==> config.mk <==
export PLATFORM = sky130hd
export DESIGN_NAME = url_percent_decoder
export DESIGN_NICKNAME = d
export VERILOG_FILES = /design/src/hdl/upd_pkg.sv /design/src/hdl/url_percent_decoder.sv
export SDC_FILE = /design/constraint.sdc
export NUM_CORES = 1
export LEC_CHECK = 0
export ABC_CLOCK_PERIOD_IN_PS = 2800
export BUFFER_PORTS_ARGS = -buffer_cell sky130_fd_sc_hd__buf_2
export CORE_ASPECT_RATIO = 0.5
export CORE_MARGIN = 8
export CORE_UTILIZATION = 40
export DETAILED_ROUTE_END_ITERATION = 6
export HOLD_SLACK_MARGIN = 0.02
export SKIP_LAST_GASP = 1
export SLEW_MARGIN = 10
export SYNTH_ARGS = -nofsm -noshare
export SYNTH_HDL_FRONTEND = slang
export SYNTH_SLANG_ARGS = --single-unit
==> constraint.sdc <==
create_clock -name clock -period 2.8 [get_ports clock]
set_input_delay 0.28 -clock clock [delete_from_list [all_inputs] [get_ports clock]]
set_output_delay 0.28 -clock clock [all_outputs]
set_load 0.05 [all_outputs]
==> src/hdl/upd_pkg.sv <==
// upd_pkg: shared types, constants and helpers for the URL percent decoder.
// No dependencies.
`timescale 1ns / 1ps
`default_nettype none

package upd_pkg;

   localparam logic [7:0] PCT_CHAR    = 8'h25;
   localparam int         MAX_RESULTS = 3;
   localparam int         CNT_W       = $clog2(MAX_RESULTS + 1);

   typedef struct packed {
      logic [7:0] in_byte;
      logic       in_last;
   } req_word_type;

   typedef struct packed {
      logic [7:0] out_byte;
      logic       out_last;
   } rsp_word_type;

   typedef enum logic [1:0] {
      PH_IDLE  = 2'd0,
      PH_PCT   = 2'd1,
      PH_DIGIT = 2'd2
   } phase_type;

   // bit 4 set: not a hex digit; bits 3:0: digit value
   function automatic logic [4:0] hex_value(input logic [7:0] ch);
      logic [4:0] res;
      res = 5'h10;
      if (ch >= 8'h30 && ch <= 8'h39) begin
         res = {1'b0, ch[3:0]};
      end else if ((ch >= 8'h41 && ch <= 8'h46) || (ch >= 8'h61 && ch <= 8'h66)) begin
         res = {1'b0, ch[3:0] + 4'd9};
      end
      return res;
   endfunction

endpackage

`default_nettype wire

==> src/hdl/url_percent_decoder.sv <==
// url_percent_decoder: byte-serial percent-escape decoder, top level.
// Depends on upd_pkg.
// The first result word is valid in the cycle after the input word is accepted.
// Throughput: one input word per cycle while rsp_ready is high and each word yields
// at most one result; a failed escape or a flushed '%' yields two or three words,
// drained one per cycle from the three-entry result buffer, which sets the input stall.
// Reset (synchronous): phase returns to idle and the result buffer empties.
`timescale 1ns / 1ps
`default_nettype none

module url_percent_decoder
   import upd_pkg::*;
(
   input  wire logic         clock,
   input  wire logic         reset,
   input  wire logic         req_valid,
   output logic              req_ready,
   input  wire req_word_type req_data,
   output logic              rsp_valid,
   input  wire logic         rsp_ready,
   output rsp_word_type      rsp_data
);

   phase_type    phase_ff, phase_in;
   logic [7:0]   held_ff, held_in;
   rsp_word_type buf_ff [MAX_RESULTS];
   rsp_word_type buf_in [MAX_RESULTS];
   logic [CNT_W-1:0] cnt_ff, cnt_in;

   rsp_word_type     res [MAX_RESULTS];
   logic [CNT_W-1:0] res_cnt;
   logic [4:0]       hi_hex, lo_hex;
   logic             req_fire, rsp_fire;

   assign rsp_valid = (cnt_ff != '0);
   assign rsp_data  = buf_ff[0];
   assign rsp_fire  = rsp_valid && rsp_ready;
   assign req_ready = (cnt_ff == '0) || (cnt_ff == CNT_W'(1) && rsp_ready);
   assign req_fire  = req_valid && req_ready;

   assign hi_hex = hex_value(held_ff);
   assign lo_hex = hex_value(req_data.in_byte);

   // next state
   always_comb begin
      phase_in = phase_ff;
      held_in  = held_ff;
      if (req_fire) begin
         unique case (phase_ff)
            PH_PCT: begin
               if (req_data.in_last) begin
                  phase_in = PH_IDLE;
               end else begin
                  phase_in = PH_DIGIT;
                  held_in  = req_data.in_byte;
               end
            end
            PH_DIGIT: begin
               phase_in = PH_IDLE;
            end
            default: begin
               if (req_data.in_byte == PCT_CHAR && !req_data.in_last) begin
                  phase_in = PH_PCT;
               end else begin
                  phase_in = PH_IDLE;
               end
            end
         endcase
      end
   end

   // result words for the word at the input
   always_comb begin
      for (int k = 0; k < MAX_RESULTS; k++) begin
         res[k] = '0;
      end
      res_cnt = '0;
      unique case (phase_ff)
         PH_PCT: begin
            if (req_data.in_last) begin
               res[0]  = '{out_byte: PCT_CHAR, out_last: 1'b0};
               res[1]  = '{out_byte: req_data.in_byte, out_last: 1'b1};
               res_cnt = CNT_W'(2);
            end
         end
         PH_DIGIT: begin
            if (!hi_hex[4] && !lo_hex[4]) begin
               res[0]  = '{out_byte: {hi_hex[3:0], lo_hex[3:0]},
                           out_last: req_data.in_last};
               res_cnt = CNT_W'(1);
            end else begin
               res[0]  = '{out_byte: PCT_CHAR, out_last: 1'b0};
               res[1]  = '{out_byte: held_ff, out_last: 1'b0};
               res[2]  = '{out_byte: req_data.in_byte, out_last: req_data.in_last};
               res_cnt = CNT_W'(3);
            end
         end
         default: begin
            if (!(req_data.in_byte == PCT_CHAR && !req_data.in_last)) begin
               res[0]  = '{out_byte: req_data.in_byte, out_last: req_data.in_last};
               res_cnt = CNT_W'(1);
            end
         end
      endcase
   end

   // result buffer: load on accept, shift toward entry 0 on drain
   always_comb begin
      for (int k = 0; k < MAX_RESULTS; k++) begin
         buf_in[k] = buf_ff[k];
      end
      cnt_in = cnt_ff;
      if (req_fire) begin
         for (int k = 0; k < MAX_RESULTS; k++) begin
            buf_in[k] = res[k];
         end
         cnt_in = res_cnt;
      end else if (rsp_fire) begin
         for (int k = 0; k < MAX_RESULTS - 1; k++) begin
            buf_in[k] = buf_ff[k+1];
         end
         cnt_in = cnt_ff - CNT_W'(1);
      end
   end

   always_ff @(posedge clock) begin
      if (reset) begin
         phase_ff <= PH_IDLE;
         cnt_ff   <= '0;
      end else begin
         phase_ff <= phase_in;
         cnt_ff   <= cnt_in;
      end
   end

   always_ff @(posedge clock) begin
      held_ff <= held_in;
      for (int k = 0; k < MAX_RESULTS; k++) begin
         buf_ff[k] <= buf_in[k];
      end
   end

endmodule

`default_nettype wire

**Yosys cells after proc, flatten, opt, wreduce, memory -nomap -nowiden**

Memory sizes are Yosys's and may differ from the RTL's.
Index checks and enable logic that the tools add are counted.

- Register bits after elaboration: 12
- Latch bits: 0
- Word-level logic and storage cells: 68
- Bits in read-only memories: 0
- Memories kept: 1
- Bits of input ports: 13
- Bits in writable memories: 27
- Output and inout bits: 11

- Shifts and indexed selects: 0
- $lt $le $gt $ge: 12
- Add/sub/neg operators: 3
- Equality and inequality tests: 4
- Multiply operators: 0
- Bitwise gates (word level): 1
- Reduce and logical (&&, ||, !) cells: 21
- Div/mod/pow operators: 0
- Mux-type cells: 23

Memories:

| name | depth | width | rd ports | clocked after memory_dff | wr ports | RTL line | text |
|---|---|---|---|---|---|---|---|
| buf_ff | 3 | 9 | 3 | 0 | 3 | url_percent_decoder.sv:26 | `rsp_word_type buf_ff [MAX_RESULTS];` |

Operators with widths:

| operator | count |
|---|---|
| 18-bit 2-to-1 mux | 3 |
| 9-bit 2-to-1 mux | 4 |
| 9-bit one-hot mux with 2 select lines | 2 |
| 8-bit by 7-bit greater-or-equal comparator with 1-bit output, second input constant | 4 |
| 8-bit by 7-bit <= comparator with 1-bit output, second input constant | 4 |
| 5-bit 2-to-1 mux | 4 |
| 8-bit by 6-bit greater-or-equal comparator with 1-bit output, second input constant | 2 |
| 8-bit by 6-bit <= comparator with 1-bit output, second input constant | 2 |
| 16-bit 2-to-1 mux | 1 |
| 1-bit logical AND | 11 |
| 2-bit 2-to-1 mux | 5 |
| 4-bit adder, second input constant | 2 |
| 8-bit by 6-bit equality test with 1-bit output, second input constant | 1 |
| 2-bit one-hot mux with 2 select lines | 2 |
| 2-bit by 1-bit equality test with 1-bit output, second input constant | 2 |
| 2-bit nonzero test | 2 |
| 1-bit zero test | 3 |
| 1-bit logical OR | 3 |
| 3-bit AND reduction | 1 |
| 2-bit equality test, second input constant | 1 |
| 2-bit zero test | 1 |
| 1-bit 2-to-1 mux | 2 |
| 2-bit by 1-bit subtractor with 2-bit output, second input constant | 1 |
| 1-bit inverter | 1 |

**Longest topological paths before layout**

- Depth after elaboration: 10
- Depth in mapped cells: 9
- Mapped depth without buffers: 8

**Least setup slack after synthesis**

No wires, ideal clock.

- Path kind: reg2reg
- Start point: register cnt_ff[0]
- End point: register held_ff[0], enable pin
- Required time: 2.412 ns
- Cell stages (with the launch flop): 7
- Clock period less this slack: 2.450 ns
- Buffers on the path: 1
- Path slack: 0.350 ns
- Arrival time: 2.062 ns
- Library setup time: 0.388 ns
- Cell sequence: dfxtp_1 > inv_1 > ha_1 > a21o_1 > nand2_1 > clkbuf_1 > nor3b_1

- Cells in the longest elaborated chain, start to end: 5
- Elaborated cells on any way between the ends: 6
- Those cells by class: 1 x eq/ne; 5 x reduce/logical

Ends and longest elaborated chain:

| what | RTL line | text |
|---|---|---|
| from (decl) | url_percent_decoder.sv:28 | `logic [CNT_W-1:0] cnt_ff, cnt_in;` |
| from (signal assigned) | url_percent_decoder.sv:132 | `cnt_ff <= cnt_in;` |
| 2-bit by 1-bit equality test with 1-bit output | url_percent_decoder.sv:38 | `assign req_ready = (cnt_ff == '0) \|\| (cnt_ff == CNT_W'(1) && rsp_ready);` |
| 1-bit logical AND | url_percent_decoder.sv:38 |  |
| 1-bit logical OR * | url_percent_decoder.sv:38 |  |
| via req_ready | url_percent_decoder.sv:17 | `output logic req_ready,` |
| 1-bit logical AND * | url_percent_decoder.sv:39 | `assign req_fire = req_valid && req_ready;` |
| 3-bit AND reduction (no line) * | -- |  |
| to (signal assigned) | url_percent_decoder.sv:137 | `held_ff <= held_in;` |
| to (decl) | url_percent_decoder.sv:25 | `logic [7:0] held_ff, held_in;` |

The timed path passes the listed nets; every way through them passes the cells marked *.
A chain may end at the register's enable or synchronous reset.

==> metrics.md <==
| Metric | Value |
|---|---|
| Sequential area share after synthesis | `approximately half` |
| Synth top area cells | `edfxtp_1 47%, ha_1 5.6%, a21oi_1 4.9%` |
| Reg-to-reg critical path endpoint | `buf_ff[0][15]` |
| Critical Path AT | `between 2 and 3 ns` |
| CP Capture Type | `flop` |
| Pwr Density | `647 mW/mm²` |
| FMAX | `a little under 400 MHz` |
| Worst reg2reg path depth | `7` |
| EDFF count, synth | `35` |
| Type of the worst setup path | `reg2reg` |
| Placed insts | `298` |
| Leading area contributor after synthesis | `edfxtp_1` |
| RSZ-0062 raised after global routing | `no` |
| Switching Share | `34.1%` |
| Clk pwr share | `a little under a quarter` |
| Clock Skew | `0.00663 ns` |
| Fraction of registers with async set/reset | `0%` |
| Top-area cell type share of the netlist area | `roughly 47%` |
| Number of diodes | `0` |
| Crit path max fanout | `14` |
| I/O Pins | `24` |
| Worst endpoint required time | `around 2.8 ns` |
| Initial antenna violation count | `0` |
| First-pass GRT wire length | `around 8600 µm` |
| Detailed placement HPWL | `3740 µm` |
| Yosys reg bits | `39` |
| CTS tree | `done` |
| Int Power | `between 1 and 1.5 mW` |
| Hold-fix buffers, CTS | `0` |
| Post-cts resize count | `0` |
| Flop pwr share | `slightly below 50%` |
| Crit path time final | `2.58 ns` |
| Library cells used by synthesis | `39` |
| WHS Path Cells | `2` |
| Switching power | `between 0.5 and 0.6 mW` |
| Slew of the pin with the lowest slew margin | `~0.62 ns` |
| 1st-pass router iterations | `4` |
| Setup TNS | `0 ns` |
| Max Cap Viol | `0` |
| Core box area | `0.00542 mm²` |
| Drt first-iter violations | `between 150 and 200` |
| Row cnt | `19` |
| Average wire per standard cell | `16.7 µm` |
| Worst hold slack | `0.189 ns` |
| Status | `finished clean` |
| Final hold vios | `0` |
| Most frequent cells in the layout | `35 x edfxtp_1, 25 x nor2_1, 23 x buf_2, 22 x a21oi_1, 20 x inv_1` |
| Clock Tree Buf Depth | `2` |
| Antenna viol nets, final | `0` |
| Gpl congestion | `0.872` |
| Top_reg_cell synth | `edfxtp_1` |
| Syn Area/Cell | `10.4 µm²` |
| Port buffer count | `23` |
| Starting Density | `41.1%` |
| Die H | `68.8 µm` |
| Mapped cell area | `0.00223 mm²` |
| Synthesized instance count | `215` |
| CTS Sinks | `39` |
| Full die area | `0.00836 mm²` |
| Vias/cell | `5.49` |
| Register-to-Register Setup Slack | `0.22 ns` |
| Post-CTS setup buffer count | `0` |
| DRT Wirelength | `just over 5000 µm` |
| Die X | `about 120 µm` |
| Global route overflow | `0` |
| Slew Viols, Final | `0` |
| Pin count of the biggest net entering global routing | `21` |
| Worst min-delay path class | `in2reg` |
| Finished Cell Area | `0.00242 mm²` |
| Fin nets | `about 260` |
| Final period util | `92.2%` |
| Synthesized Nets | `between 200 and 250` |
| TritonCTS buffer count | `5` |
| R2r startpoint | `held_ff[0]` |
| Clock root cell | `clkbuf_8` |
| Final non-filler cell total | `306` |
| Vias in the first global route | `~1,600` |
| Worst-path clk slew | `0.08 ns` |
| Commonest non-fill, non-tap cell in the layout | `edfxtp_1` |
| HP Start | `reset` |
| Vias | `1,681` |
| Share of layout cells above drive strength 1 | `17.6%` |
| Critical Path Start Type | `flop` |
| VDD IR max | `~0.22 mV` |
| Core Util, Final | `44.7%` |
| Clock latency on the worst-skew pair | `0.29 ns` |
| Slew margin rel. | `58.2%` |
| Leak Pwr | `0.981 nW` |
| Area Overhead vs Synth | `8.71%` |
| Total GRT Usage | `13.1%` |
| DRC viols | `0` |
| Filler Cell Count | `522` |
| Sink of the worst hold path | `cnt_ff[1]` |
| Yosys warnings | `0` |
| Final setup violation count | `0` |
| Htree depth | `2` |
| Critical Path Source | `held_ff[0]` |
| Share of total power in combinational logic | `27.4%` |
| DP Area | `0.00234 mm²` |
[worst max-delay path: stages, from the launching register on]
cell and delay (ns):
edfxtp_1 0.45, inv_1 0.17, ha_1 0.20, o21bai_1 0.12
a2111oi_4 0.56, o22ai_2 0.33, nand3_1 0.36, o22ai_1 0.13
[metrics by stage]
step | power [mW] | setup slack (ns)
CTS | 1.57 | 0.250
global route | 1.64 | 0.0592
finish | 1.57 | 0.218
floorplan | 1.14 | 0.350
global placement | 1.20 | 0.272
detailed placement | 1.21 | 0.244
[cell usage after synthesis, types with 2 or more instances]
library cell   n
inv_1         20
o22ai_2        2
nor3_1         4
clkbuf_1       4
a21oi_1       22
o21ai_1        3
and3_1        13
a22oi_1        3
nor4bb_1       2
buf_6          2
o21a_1         2
o31ai_1        2
o21bai_1       2
nand2_1       13
o22ai_1        9
dfxtp_1        4
xnor2_1        4
nor2b_1        2
buf_4          9
edfxtp_1      35
nand3_1        3
ha_1          10
o21ai_0        5
nor2_1        25
[cell type report]
cell class | count | area (µm²) | share of cell area, %
timing repair buffer | 27 | 145 | 5.99
clock inverter | 1 | 5.00 | 0.207
inverter | 20 | 75.1 | 3.10
clock buffer | 7 | 76.3 | 3.15
multi-input combinational | 139 | 897 | 37.1
sequential | 39 | 1130 | 46.7
tap | 73 | 91.3 | 3.77
[state kept, by name, indices dropped and copies added (netlist names)]
| signal | cells |
|---|---|
| buf_ff | 27 |
| cnt_ff | 2 |
| held_ff | 8 |
| phase_ff | 2 |
[metal layers]
layer | global-route usage [%] | wire, µm
met2 | 19.9 | 2160
met4 | 4.87 | 47
met5 | 0 | 0
met1 | 17.6 | 2380
met3 | 3.90 | 530
[logic make-up (layout without fill, tap and decap cells)]
kind of cell             count (synthesis)  count (layout)  synth area share, %
AO/OA/AOI/OAI                           57              57                 17.4
XOR/XNOR                                 4               4                 1.57
adder cells (fa/ha/maj)                 10              10                 5.62
buffers and inverters                   37              55                 8.93
flip-flops                              39              39                 50.8
multiplexers                             1               1                0.449
AND/OR/NAND/NOR                         67              67                 15.3
[power groups by stage]
stage | logic, mW | clock network, mW | registers, mW
after global placement | 0.426 | 0 | 0.775
final | 0.429 | 0.374 | 0.763
after floorplan | 0.366 | 0 | 0.772
after global routing | 0.467 | 0.405 | 0.771
after CTS | 0.431 | 0.375 | 0.764
after detailed placement | 0.430 | 0 | 0.777
[worst max-delay path by stage]
stage                               end  slack, ns  depth (start not counted)
final                     buf_ff[0][15]       0.22                          7
after global routing       buf_ff[0][3]       0.06                          7
after CTS                  buf_ff[0][2]       0.25                          7
after detailed placement  buf_ff[0][15]       0.24                          8
after global placement     buf_ff[0][4]       0.27                          7
after floorplan              held_ff[0]       0.35                          6
Note: power is estimated with default switching activity, not from simulation.
